## src/hw/rtl/i2cm_pkg.sv

```systemverilog
// Shared types and constants of the I2C master byte engine.
// Used by i2cm_front, i2cm_back and i2c_master_byte_engine; depends on nothing.
package i2cm_pkg;

    // Operation codes on the command channel.
    localparam logic [2:0] OP_TICK  = 3'd0;
    localparam logic [2:0] OP_START = 3'd1;
    localparam logic [2:0] OP_STOP  = 3'd2;
    localparam logic [2:0] OP_WRITE = 3'd3;
    localparam logic [2:0] OP_READ  = 3'd4;

    // Configuration register indexes and reset values.
    localparam int CFG_INDEX_W = 1;
    localparam int CFG_DATA_W  = 17;
    localparam logic [CFG_INDEX_W-1:0] REG_HALF_PERIOD = 1'b0;
    localparam logic [CFG_INDEX_W-1:0] REG_ACK_LIMIT   = 1'b1;
    localparam logic [15:0] HALF_PERIOD_RESET = 16'd125;
    localparam logic [16:0] ACK_LIMIT_RESET   = 17'h10000;

    // Item class as decided by the front end.
    typedef enum logic [2:0] {
        KIND_NONE  = 3'd0,
        KIND_TICK  = 3'd1,
        KIND_START = 3'd2,
        KIND_STOP  = 3'd3,
        KIND_WRITE = 3'd4,
        KIND_READ  = 3'd5
    } cmd_kind_t;

    typedef struct packed {
        cmd_kind_t   kind;
        logic [7:0]  data_byte;
        logic        send_ack;
        logic        sda_in;
    } item_t;

    // Bus sequencer phases.
    typedef enum logic [14:0] {
        PH_IDLE  = 15'b000000000000001,
        PH_ST1   = 15'b000000000000010,
        PH_ST2   = 15'b000000000000100,
        PH_ST3   = 15'b000000000001000,
        PH_ST4   = 15'b000000000010000,
        PH_SP1   = 15'b000000000100000,
        PH_SP2   = 15'b000000001000000,
        PH_SP3   = 15'b000000010000000,
        PH_SP4   = 15'b000000100000000,
        PH_BLOW  = 15'b000001000000000,
        PH_BDATA = 15'b000010000000000,
        PH_BHIGH = 15'b000100000000000,
        PH_BEND  = 15'b001000000000000,
        PH_AWAIT = 15'b010000000000000,
        PH_AEND  = 15'b100000000000000
    } phase_t;

endpackage

```

## src/hw/rtl/i2c_master_byte_engine.sv

```systemverilog
// I2C master byte engine, top level.
// Command channel (cmd_valid/cmd_ready): one transfer per tick or byte-level
// command; operation 0 is a tick carrying the sampled SDA level, 1 start,
// 2 stop, 3 write byte, 4 read byte, other codes are ignored.
// Result channel (res_valid/res_ready): exactly one result per command
// transfer, in order, carrying the SCL/SDA drive levels, busy, done, ACK,
// timeout and the last read byte as they stand after that item.
// Configuration: cfg_we writes cfg_data into register cfg_index (0 half
// period in ticks, 1 ACK timeout limit) in the same cycle; write only idle.
// Throughput is one item per clock cycle while each result is taken: the
// sequencer retires one queued item per cycle, and its state register
// doubles as the result register. A command transfer is first written into
// the queue; the sequencer pops it once the previous result has been taken
// and registers its result, raising res_valid.
// When the receiver stalls, the result holds and the queue of QUEUE_DEPTH
// entries keeps taking items; cmd_ready drops only when the queue is full.
// Reset: queue empty, sequencer idle, SCL and SDA released, half period 125
// ticks, ACK timeout limit 65536 ticks.
module i2c_master_byte_engine
    import i2cm_pkg::*;
#(
    parameter int QUEUE_DEPTH = 2
)
(
    input  logic                   clk,
    input  logic                   rst_n,
    input  logic                   cfg_we,
    input  logic [CFG_INDEX_W-1:0] cfg_index,
    input  logic [CFG_DATA_W-1:0]  cfg_data,
    input  logic                   cmd_valid,
    output logic                   cmd_ready,
    input  logic [2:0]             operation,
    input  logic [7:0]             data_byte,
    input  logic                   send_ack,
    input  logic                   sda_in,
    output logic                   res_valid,
    input  logic                   res_ready,
    output logic                   scl_out,
    output logic                   sda_out,
    output logic                   busy_res,
    output logic                   done_res,
    output logic                   ack_received,
    output logic                   timed_out,
    output logic [7:0]             read_data
);

    logic  q_valid;
    logic  q_pop;
    item_t q_item;

    i2cm_front #(
        .QUEUE_DEPTH (QUEUE_DEPTH)
    ) u_front (
        .clk       (clk),
        .rst_n     (rst_n),
        .cmd_valid (cmd_valid),
        .cmd_ready (cmd_ready),
        .operation (operation),
        .data_byte (data_byte),
        .send_ack  (send_ack),
        .sda_in    (sda_in),
        .q_valid   (q_valid),
        .q_item    (q_item),
        .q_pop     (q_pop)
    );

    i2cm_back u_back (
        .clk          (clk),
        .rst_n        (rst_n),
        .q_valid      (q_valid),
        .q_item       (q_item),
        .q_pop        (q_pop),
        .cfg_we       (cfg_we),
        .cfg_index    (cfg_index),
        .cfg_data     (cfg_data),
        .res_valid    (res_valid),
        .res_ready    (res_ready),
        .scl_out      (scl_out),
        .sda_out      (sda_out),
        .busy_res     (busy_res),
        .done_res     (done_res),
        .ack_received (ack_received),
        .timed_out    (timed_out),
        .read_data    (read_data)
    );

endmodule

```

## src/hw/rtl/i2cm_front.sv

```systemverilog
// Front end of the I2C master byte engine: accepts command-channel transfers,
// classifies the operation and queues the items. Depends on i2cm_pkg.
module i2cm_front
    import i2cm_pkg::*;
#(
    parameter int QUEUE_DEPTH = 2
)
(
    input  logic       clk,
    input  logic       rst_n,
    input  logic       cmd_valid,
    output logic       cmd_ready,
    input  logic [2:0] operation,
    input  logic [7:0] data_byte,
    input  logic       send_ack,
    input  logic       sda_in,
    output logic       q_valid,
    output item_t      q_item,
    input  logic       q_pop
);

    localparam int PTR_W = $clog2(QUEUE_DEPTH);
    localparam int CNT_W = $clog2(QUEUE_DEPTH + 1);

    item_t              queue_reg [QUEUE_DEPTH];
    logic [PTR_W-1:0]   wr_ptr_reg, wr_ptr_next;
    logic [PTR_W-1:0]   rd_ptr_reg, rd_ptr_next;
    logic [CNT_W-1:0]   count_reg, count_next;
    item_t              new_item;
    logic               push;

    always_comb
    begin
        new_item.data_byte = data_byte;
        new_item.send_ack  = send_ack;
        new_item.sda_in    = sda_in;
        unique case (operation)
            OP_TICK:  new_item.kind = KIND_TICK;
            OP_START: new_item.kind = KIND_START;
            OP_STOP:  new_item.kind = KIND_STOP;
            OP_WRITE: new_item.kind = KIND_WRITE;
            OP_READ:  new_item.kind = KIND_READ;
            default:  new_item.kind = KIND_NONE;
        endcase
    end

    assign cmd_ready = (count_reg != CNT_W'(QUEUE_DEPTH));
    assign push      = cmd_valid && cmd_ready;
    assign q_valid   = (count_reg != '0);
    assign q_item    = queue_reg[rd_ptr_reg];

    always_comb
    begin
        wr_ptr_next = wr_ptr_reg;
        rd_ptr_next = rd_ptr_reg;
        count_next  = count_reg;
        if (push)
        begin
            wr_ptr_next = (wr_ptr_reg == PTR_W'(QUEUE_DEPTH - 1)) ? '0 : wr_ptr_reg + 1'b1;
        end
        if (q_pop)
        begin
            rd_ptr_next = (rd_ptr_reg == PTR_W'(QUEUE_DEPTH - 1)) ? '0 : rd_ptr_reg + 1'b1;
        end
        if (push && !q_pop)
        begin
            count_next = count_reg + 1'b1;
        end
        else if (!push && q_pop)
        begin
            count_next = count_reg - 1'b1;
        end
    end

    always_ff @(posedge clk or negedge rst_n)
    begin
        if (!rst_n)
        begin
            wr_ptr_reg <= '0;
            rd_ptr_reg <= '0;
            count_reg  <= '0;
        end
        else
        begin
            wr_ptr_reg <= wr_ptr_next;
            rd_ptr_reg <= rd_ptr_next;
            count_reg  <= count_next;
        end
    end

    always_ff @(posedge clk)
    begin
        if (push)
        begin
            queue_reg[wr_ptr_reg] <= new_item;
        end
    end

`ifndef SYNTHESIS
    a_pop_needs_item: assert property (@(posedge clk) disable iff (!rst_n)
        q_pop |-> q_valid)
        else $error("queue popped while empty");

    a_count_bound: assert property (@(posedge clk) disable iff (!rst_n)
        count_reg <= CNT_W'(QUEUE_DEPTH))
        else $error("queue count exceeds depth");

    a_count_tracks: assert property (@(posedge clk) disable iff (!rst_n)
        (push && !q_pop) |=> count_reg == $past(count_reg) + 1'b1)
        else $error("queue count lost a push");
`endif

endmodule

```

## src/hw/rtl/i2cm_back.sv

```systemverilog
// Back end of the I2C master byte engine: the bus sequencer with its divider,
// ACK timeout and configuration registers; its state is the result register.
// Depends on i2cm_pkg.
module i2cm_back
    import i2cm_pkg::*;
(
    input  logic                   clk,
    input  logic                   rst_n,
    input  logic                   q_valid,
    input  item_t                  q_item,
    output logic                   q_pop,
    input  logic                   cfg_we,
    input  logic [CFG_INDEX_W-1:0] cfg_index,
    input  logic [CFG_DATA_W-1:0]  cfg_data,
    output logic                   res_valid,
    input  logic                   res_ready,
    output logic                   scl_out,
    output logic                   sda_out,
    output logic                   busy_res,
    output logic                   done_res,
    output logic                   ack_received,
    output logic                   timed_out,
    output logic [7:0]             read_data
);

    phase_t      phase_reg, phase_next;
    logic [3:0]  bit_index_reg, bit_index_next;
    logic [7:0]  shift_data_reg, shift_data_next;
    logic [15:0] div_reg, div_next;
    logic [16:0] wait_reg, wait_next;
    logic        ack_choice_reg, ack_choice_next;
    logic        scl_reg, scl_next;
    logic        sda_reg, sda_next;
    logic        is_read_reg, is_read_next;
    logic        ack_flag_reg, ack_flag_next;
    logic        timeout_flag_reg, timeout_flag_next;
    logic [7:0]  read_data_reg, read_data_next;
    logic        done_reg, done_next;
    logic        res_valid_reg, res_valid_next;
    logic [15:0] half_period_reg, half_period_next;
    logic [16:0] ack_limit_reg, ack_limit_next;

    logic [15:0] hp;
    logic [16:0] lim;
    logic [15:0] div_inc;
    logic [16:0] wait_inc;
    logic        idle;

    assign idle     = (phase_reg == PH_IDLE);
    assign q_pop    = q_valid && (!res_valid_reg || res_ready);
    assign hp       = (half_period_reg == '0) ? 16'd1 : half_period_reg;
    assign lim      = (ack_limit_reg == '0) ? 17'd1 : ack_limit_reg;
    assign div_inc  = 16'(div_reg + 16'd1);
    assign wait_inc = 17'(wait_reg + 17'd1);

    always_comb
    begin
        phase_next        = phase_reg;
        bit_index_next    = bit_index_reg;
        shift_data_next   = shift_data_reg;
        div_next          = div_reg;
        wait_next         = wait_reg;
        ack_choice_next   = ack_choice_reg;
        scl_next          = scl_reg;
        sda_next          = sda_reg;
        is_read_next      = is_read_reg;
        ack_flag_next     = ack_flag_reg;
        timeout_flag_next = timeout_flag_reg;
        read_data_next    = read_data_reg;
        done_next         = done_reg;
        half_period_next  = half_period_reg;
        ack_limit_next    = ack_limit_reg;
        res_valid_next    = res_valid_reg && !res_ready;

        if (cfg_we)
        begin
            unique case (cfg_index)
                REG_HALF_PERIOD: half_period_next = cfg_data[15:0];
                REG_ACK_LIMIT:   ack_limit_next   = cfg_data;
                default: ;
            endcase
        end

        if (q_pop)
        begin
            res_valid_next = 1'b1;
            done_next      = 1'b0;
            unique case (q_item.kind)
                KIND_TICK:
                begin
                    if (!idle)
                    begin
                        if (phase_reg == PH_AWAIT)
                        begin
                            // SDA is checked on every tick while waiting for the ACK.
                            if (!q_item.sda_in)
                            begin
                                ack_flag_next = 1'b1;
                                div_next      = '0;
                                phase_next    = PH_AEND;
                            end
                            else
                            begin
                                wait_next = wait_inc;
                                if (wait_inc >= lim)
                                begin
                                    timeout_flag_next = 1'b1;
                                    ack_flag_next     = 1'b0;
                                    div_next          = '0;
                                    phase_next        = PH_SP1;
                                end
                            end
                        end
                        else if (div_inc < hp)
                        begin
                            div_next = div_inc;
                        end
                        else
                        begin
                            div_next = '0;
                            unique case (phase_reg)
                                PH_ST1:
                                begin
                                    sda_next   = 1'b1;
                                    phase_next = PH_ST2;
                                end
                                PH_ST2:
                                begin
                                    scl_next   = 1'b1;
                                    phase_next = PH_ST3;
                                end
                                PH_ST3:
                                begin
                                    sda_next   = 1'b0;
                                    phase_next = PH_ST4;
                                end
                                PH_ST4:
                                begin
                                    scl_next   = 1'b0;
                                    phase_next = PH_IDLE;
                                    done_next  = 1'b1;
                                end
                                PH_SP1:
                                begin
                                    scl_next   = 1'b0;
                                    phase_next = PH_SP2;
                                end
                                PH_SP2:
                                begin
                                    sda_next   = 1'b0;
                                    phase_next = PH_SP3;
                                end
                                PH_SP3:
                                begin
                                    scl_next   = 1'b1;
                                    phase_next = PH_SP4;
                                end
                                PH_SP4:
                                begin
                                    sda_next   = 1'b1;
                                    phase_next = PH_IDLE;
                                    done_next  = 1'b1;
                                end
                                PH_BLOW:
                                begin
                                    scl_next   = 1'b0;
                                    phase_next = PH_BDATA;
                                end
                                PH_BDATA:
                                begin
                                    // The ninth bit is the ACK slot: driven on reads,
                                    // released on writes.
                                    if (bit_index_reg[3])
                                    begin
                                        sda_next = is_read_reg ? !ack_choice_reg : 1'b1;
                                    end
                                    else
                                    begin
                                        sda_next = is_read_reg ? 1'b1 : shift_data_reg[7];
                                    end
                                    phase_next = PH_BHIGH;
                                end
                                PH_BHIGH:
                                begin
                                    scl_next = 1'b1;
                                    if (!is_read_reg && bit_index_reg[3])
                                    begin
                                        wait_next  = '0;
                                        phase_next = PH_AWAIT;
                                    end
                                    else
                                    begin
                                        phase_next = PH_BEND;
                                    end
                                end
                                PH_BEND:
                                begin
                                    if (bit_index_reg[3])
                                    begin
                                        read_data_next = shift_data_reg;
                                        phase_next     = PH_IDLE;
                                        done_next      = 1'b1;
                                    end
                                    else
                                    begin
                                        shift_data_next = {shift_data_reg[6:0],
                                                           is_read_reg && q_item.sda_in};
                                        bit_index_next  = bit_index_reg + 4'd1;
                                        phase_next      = PH_BLOW;
                                    end
                                end
                                PH_AEND:
                                begin
                                    scl_next   = 1'b0;
                                    phase_next = PH_IDLE;
                                    done_next  = 1'b1;
                                end
                                default: phase_next = PH_IDLE;
                            endcase
                        end
                    end
                end
                KIND_START, KIND_STOP, KIND_WRITE, KIND_READ:
                begin
                    if (idle)
                    begin
                        ack_flag_next     = 1'b0;
                        timeout_flag_next = 1'b0;
                        div_next          = '0;
                        bit_index_next    = '0;
                        unique case (q_item.kind)
                            KIND_START: phase_next = PH_ST1;
                            KIND_STOP:  phase_next = PH_SP1;
                            KIND_WRITE:
                            begin
                                is_read_next    = 1'b0;
                                shift_data_next = q_item.data_byte;
                                phase_next      = PH_BLOW;
                            end
                            default:
                            begin
                                is_read_next    = 1'b1;
                                shift_data_next = '0;
                                ack_choice_next = q_item.send_ack;
                                phase_next      = PH_BLOW;
                            end
                        endcase
                    end
                end
                default: ;
            endcase
        end
    end

    always_ff @(posedge clk or negedge rst_n)
    begin
        if (!rst_n)
        begin
            phase_reg        <= PH_IDLE;
            bit_index_reg    <= '0;
            shift_data_reg   <= '0;
            div_reg          <= '0;
            wait_reg         <= '0;
            ack_choice_reg   <= 1'b0;
            scl_reg          <= 1'b1;
            sda_reg          <= 1'b1;
            is_read_reg      <= 1'b0;
            ack_flag_reg     <= 1'b0;
            timeout_flag_reg <= 1'b0;
            read_data_reg    <= '0;
            done_reg         <= 1'b0;
            res_valid_reg    <= 1'b0;
            half_period_reg  <= HALF_PERIOD_RESET;
            ack_limit_reg    <= ACK_LIMIT_RESET;
        end
        else
        begin
            phase_reg        <= phase_next;
            bit_index_reg    <= bit_index_next;
            shift_data_reg   <= shift_data_next;
            div_reg          <= div_next;
            wait_reg         <= wait_next;
            ack_choice_reg   <= ack_choice_next;
            scl_reg          <= scl_next;
            sda_reg          <= sda_next;
            is_read_reg      <= is_read_next;
            ack_flag_reg     <= ack_flag_next;
            timeout_flag_reg <= timeout_flag_next;
            read_data_reg    <= read_data_next;
            done_reg         <= done_next;
            res_valid_reg    <= res_valid_next;
            half_period_reg  <= half_period_next;
            ack_limit_reg    <= ack_limit_next;
        end
    end

    assign res_valid    = res_valid_reg;
    assign scl_out      = scl_reg;
    assign sda_out      = sda_reg;
    assign busy_res     = !idle;
    assign done_res     = done_reg;
    assign ack_received = ack_flag_reg;
    assign timed_out    = timeout_flag_reg;
    assign read_data    = read_data_reg;

`ifndef SYNTHESIS
    a_done_means_idle: assert property (@(posedge clk) disable iff (!rst_n)
        (res_valid_reg && done_reg) |-> idle)
        else $error("done reported while a command is still running");

    a_flags_exclusive: assert property (@(posedge clk) disable iff (!rst_n)
        timeout_flag_reg |-> !ack_flag_reg)
        else $error("ACK and timeout reported together");

    a_ack_wait_lines: assert property (@(posedge clk) disable iff (!rst_n)
        (phase_reg == PH_AWAIT) |-> (scl_reg && sda_reg))
        else $error("ACK wait without SCL high and SDA released");

    a_bit_index_bound: assert property (@(posedge clk) disable iff (!rst_n)
        bit_index_reg <= 4'd8)
        else $error("bit index beyond the ACK slot");

    a_stall_holds: assert property (@(posedge clk) disable iff (!rst_n)
        (res_valid_reg && !res_ready) |=> (res_valid_reg && $stable(phase_reg)))
        else $error("sequencer advanced while the result was stalled");
`endif

endmodule
```

## config.mk

```make
export PLATFORM = sky130hd
export DESIGN_NAME = i2c_master_byte_engine
export DESIGN_NICKNAME = d
export VERILOG_FILES = /design/src/hw/rtl/i2cm_pkg.sv /design/src/hw/rtl/i2c_master_byte_engine.sv /design/src/hw/rtl/i2cm_front.sv /design/src/hw/rtl/i2cm_back.sv
export SDC_FILE = /design/constraint.sdc
export NUM_CORES = 1
export LEC_CHECK = 0
export BUFFER_PORTS_ARGS = -buffer_cell sky130_fd_sc_hd__buf_2
export CAP_MARGIN = 20
export CORE_AREA = 2 2 163 165
export CTS_BUF_LIST = sky130_fd_sc_hd__clkbuf_4 sky130_fd_sc_hd__clkbuf_8
export CTS_CLUSTER_DIAMETER = 80
export DETAILED_ROUTE_END_ITERATION = 8
export DIE_AREA = 0 0 165 167
export SLEW_MARGIN = 5
export SYNTH_ARGS = -nofsm -noshare
export SYNTH_HDL_FRONTEND = slang
export SYNTH_SLANG_ARGS = --single-unit
```

## constraint.sdc

```tcl
create_clock -name clk -period 4.1 [get_ports clk]
set_clock_uncertainty 0.15 [all_clocks]
set_input_delay 0.205 -clock clk [delete_from_list [all_inputs] [get_ports clk]]
set_output_delay 0.205 -clock clk [all_outputs]
set_load 0.03 [all_outputs]
```

==> metrics.csv <==
metric,value,unit
status,finished clean,
critPathLaunch,u_back.wait_reg[0],
worst-path-buf-inv,1,
grt_max_degree,75,
start_util,29.5,%
pwr_density_cell,494,nW/um^2
drt.antenna.violating_nets,0,
largest_reg_flops,26,
max_stage_delay,590,ps
vias,5716,
routed_via_density,4.87,
synth-compound-area-share,12.6,%
min-delay-start,cfg_index,
r2r_setup_slack,280,ps
busiest_layer,met2,
synth_ff_type,dfrtp_1,
synth_xor_xnor_area_share,3.57,%
synthTopCellsByArea,"dfrtp_1 34%, edfxtp_1 10%, ha_1 5.9%",
max_slew_margin,32.6,%
final_core_util,35.2,%
finalSetupViolCount,0,
grtUsageTotal,13.6,%
antenna_found_initial,0,
synth_area_leader_cell,dfrtp_1,
worstPathMaxFanout,15,
min_period,3820,ps
synth_top_area_share,33.9,%
portBuffers,51,
synth-edff-count,26,
yosysWarnings,0,
cts_buffers,17,
cts_tree,built,
clk_latency,450,ps
synth_fa_ha_area_share,5.92,%
io_pins,52,
row_count,59,
dieArea,27600,um^2
overflow,0,
drc,0,
syn_to_final_growth,19.3,%
routedWlPerCell,15.2,um
cp.required,4280,ps
syn_inst,727,
cts.sinks,139,
grt_pass1_wl,29600,um
synth_area,7610,um^2
drive_above_1_share,21.2,%
synth-simple-area-share,16.9,%
ys_types,66,
crit_arrival,4010,ps
use_met3,2.91,%
num_antenna_cells,0,
cp_top_family,simple AND/OR/NAND/NOR gates,
totalWireLength,17900,um
hp-class,in -> reg,
syn_nets,799,
postLayoutCellArea,9080,um^2
core,25800,um^2
synth_mux_area_share,9.31,%
start_kind,flop,
synth_top_family_by_area,simple AND/OR/NAND/NOR gates,
fin_crit_sh,93.2,%
grt_pass1_vias,5675,
peakVddDrop,323,uV
clkTransAtPathRegs,80,ps
async_flop_share,81.3,%
place_hpwl,13000,um
yosysSeqAreaShare,47.6,%
cp-end-kind,flop,
crit_slowest_cell,or4_4,
cts_setup_buffers,0,
setup_tns,0,ps
fp.dieH,167,um
rsz0062_at_grt,false,
drtPass1Iterations,4,
max_freq,262,MHz
die_x,165,um
critPathKind,reg -> reg,
hold_path_end,u_back.half_period_reg[3],
maxCapViolCount,0,
holdPathStages,4,
met1_usage,19.3,%
place.gp.congestion,0.817,
use_met2,20.9,%
total_leakage_power,4.23,nW
r2r-start,u_back.wait_reg[0],
drt-initial-drc-count,302,
drv_slew,0,
crit_chain,"ha_1, nand3_1, or4_4, nor2_2, nand3_1, xnor2_1, ha_1, a21o_1, a21o_1, a211oi_2, a31o_1, or2_1, buf_12, mux2_2",
syn_avg_cell_area,10.5,um^2
regToRegEndpoint,u_back.phase_reg[13],
fill_cells,2575,
rr_worst_depth,14,
ys_ff_latch,139,
worst_pin_slew,1010,ps
clock_path_buffers,2,
cts.htree.levels,4,
cts-root-buf,clkbuf_8,
timing.final.hold_violations,0,
nNetsFinal,898,
place_area,8290,um^2
## synth_stat cells (17+ instances only)
cell type    n
nor3_1      19
dfrtp_1    103
nor4_1      17
xnor2_1     21
o21ai_0     51
nand3_1     23
a21oi_1     18
nand2_1     59
a22o_1      17
nor2_1      43
mux2_2      34
ha_1        36
inv_1       53
edfxtp_1    26
## worst min-delay path: cells and delay by family
family,cells,cell delay (ps)
and+or+nand+nor,2,280
buffers and inverters,1,90
AOI/OAI and AO/OA,1,60
## worst max-delay path by stage
stage | to | cells past startpoint
global route | u_back.phase_reg[13] | 14
global placement | u_back.read_data[3] | 12
finish | u_back.phase_reg[13] | 14
CTS | u_back.read_data[3] | 13
detailed placement | u_back.phase_reg[12] | 14
floorplan | u_back.phase_reg[10] | 17
## cell type report
| cell class | count | area, um^2 | share of cell area [%] |
|---|---|---|---|
| clock buffers | 23 | 298 | 3.28 |
| clock inverters | 9 | 87.6 | 0.965 |
| inverters | 53 | 199 | 2.19 |
| multi-input cells | 514 | 3700 | 40.8 |
| flip-flops and latches | 139 | 3620 | 39.9 |
| well taps | 335 | 419 | 4.62 |
| repair buffers | 101 | 751 | 8.27 |
## metrics by stage
step	worst slack [ps]	cells	power, mW	hold slack, ps
after floorplan	179	727	2.94	-241
after global placement	206	1106	3.34	243
after detailed placement	125	1106	3.36	246
after CTS	96.6	1171	4.51	32.6
after global routing	9.89	1174	4.79	91.6
final	277	1174	4.49	54.4
## cell families (layout without fill, tap and decap cells)
logic type | after synthesis | count (layout)
fa+ha+maj | 36 | 36
flops | 139 | 139
xor+xnor | 31 | 31
buf+inv | 74 | 186
mux | 63 | 63
simple gates | 240 | 240
compound gates | 144 | 144
## metal layers
| metal | share of wire [%] | up-vias |
|---|---|---|
| met5 | 0 | - |
| met1 | 49 | 2740 |
| met2 | 45 | 120 |
| li1 | - | 2835 |
| met4 | 1.5 | 0 |
| met3 | 3.9 | 21 |
## placed cells by master, fill, tap and decap left out, types with 11 or more instances in the layout
cell type      Yosys  final
nor3_1            19     19
mux2_2            34     34
ha_1              36     35
buf_4              0     15
a22o_1            17     17
nor2_1            43     41
nand3_1           23     22
mux2i_1           16     16
dlygate4sd3_1      0     34
edfxtp_1          26     26
o21ai_0           51     51
buf_2              4     50
nand2_1           59     59
inv_1             53     53
a21oi_1           18     18
clkbuf_8           0     20
nor4_1            17     17
xnor2_1           21     21
and3_1            12     11
dfrtp_1          103    103
a21o_1            16     16
## what timing repair did
item                                    4_1_cts  5_1_grt
gates resized for setup                       0        8
hold buffers                                 33        1
endpoints found under the setup margin        0       47
endpoints found under the hold margin       125        8
## report_power, final
part | switching, mW | internal, mW
combinational | 0.860 | 0.644
clock | 0.561 | 0.551
sequential | 0.211 | 1.66
Note: power is estimated with default switching activity, not from simulation.
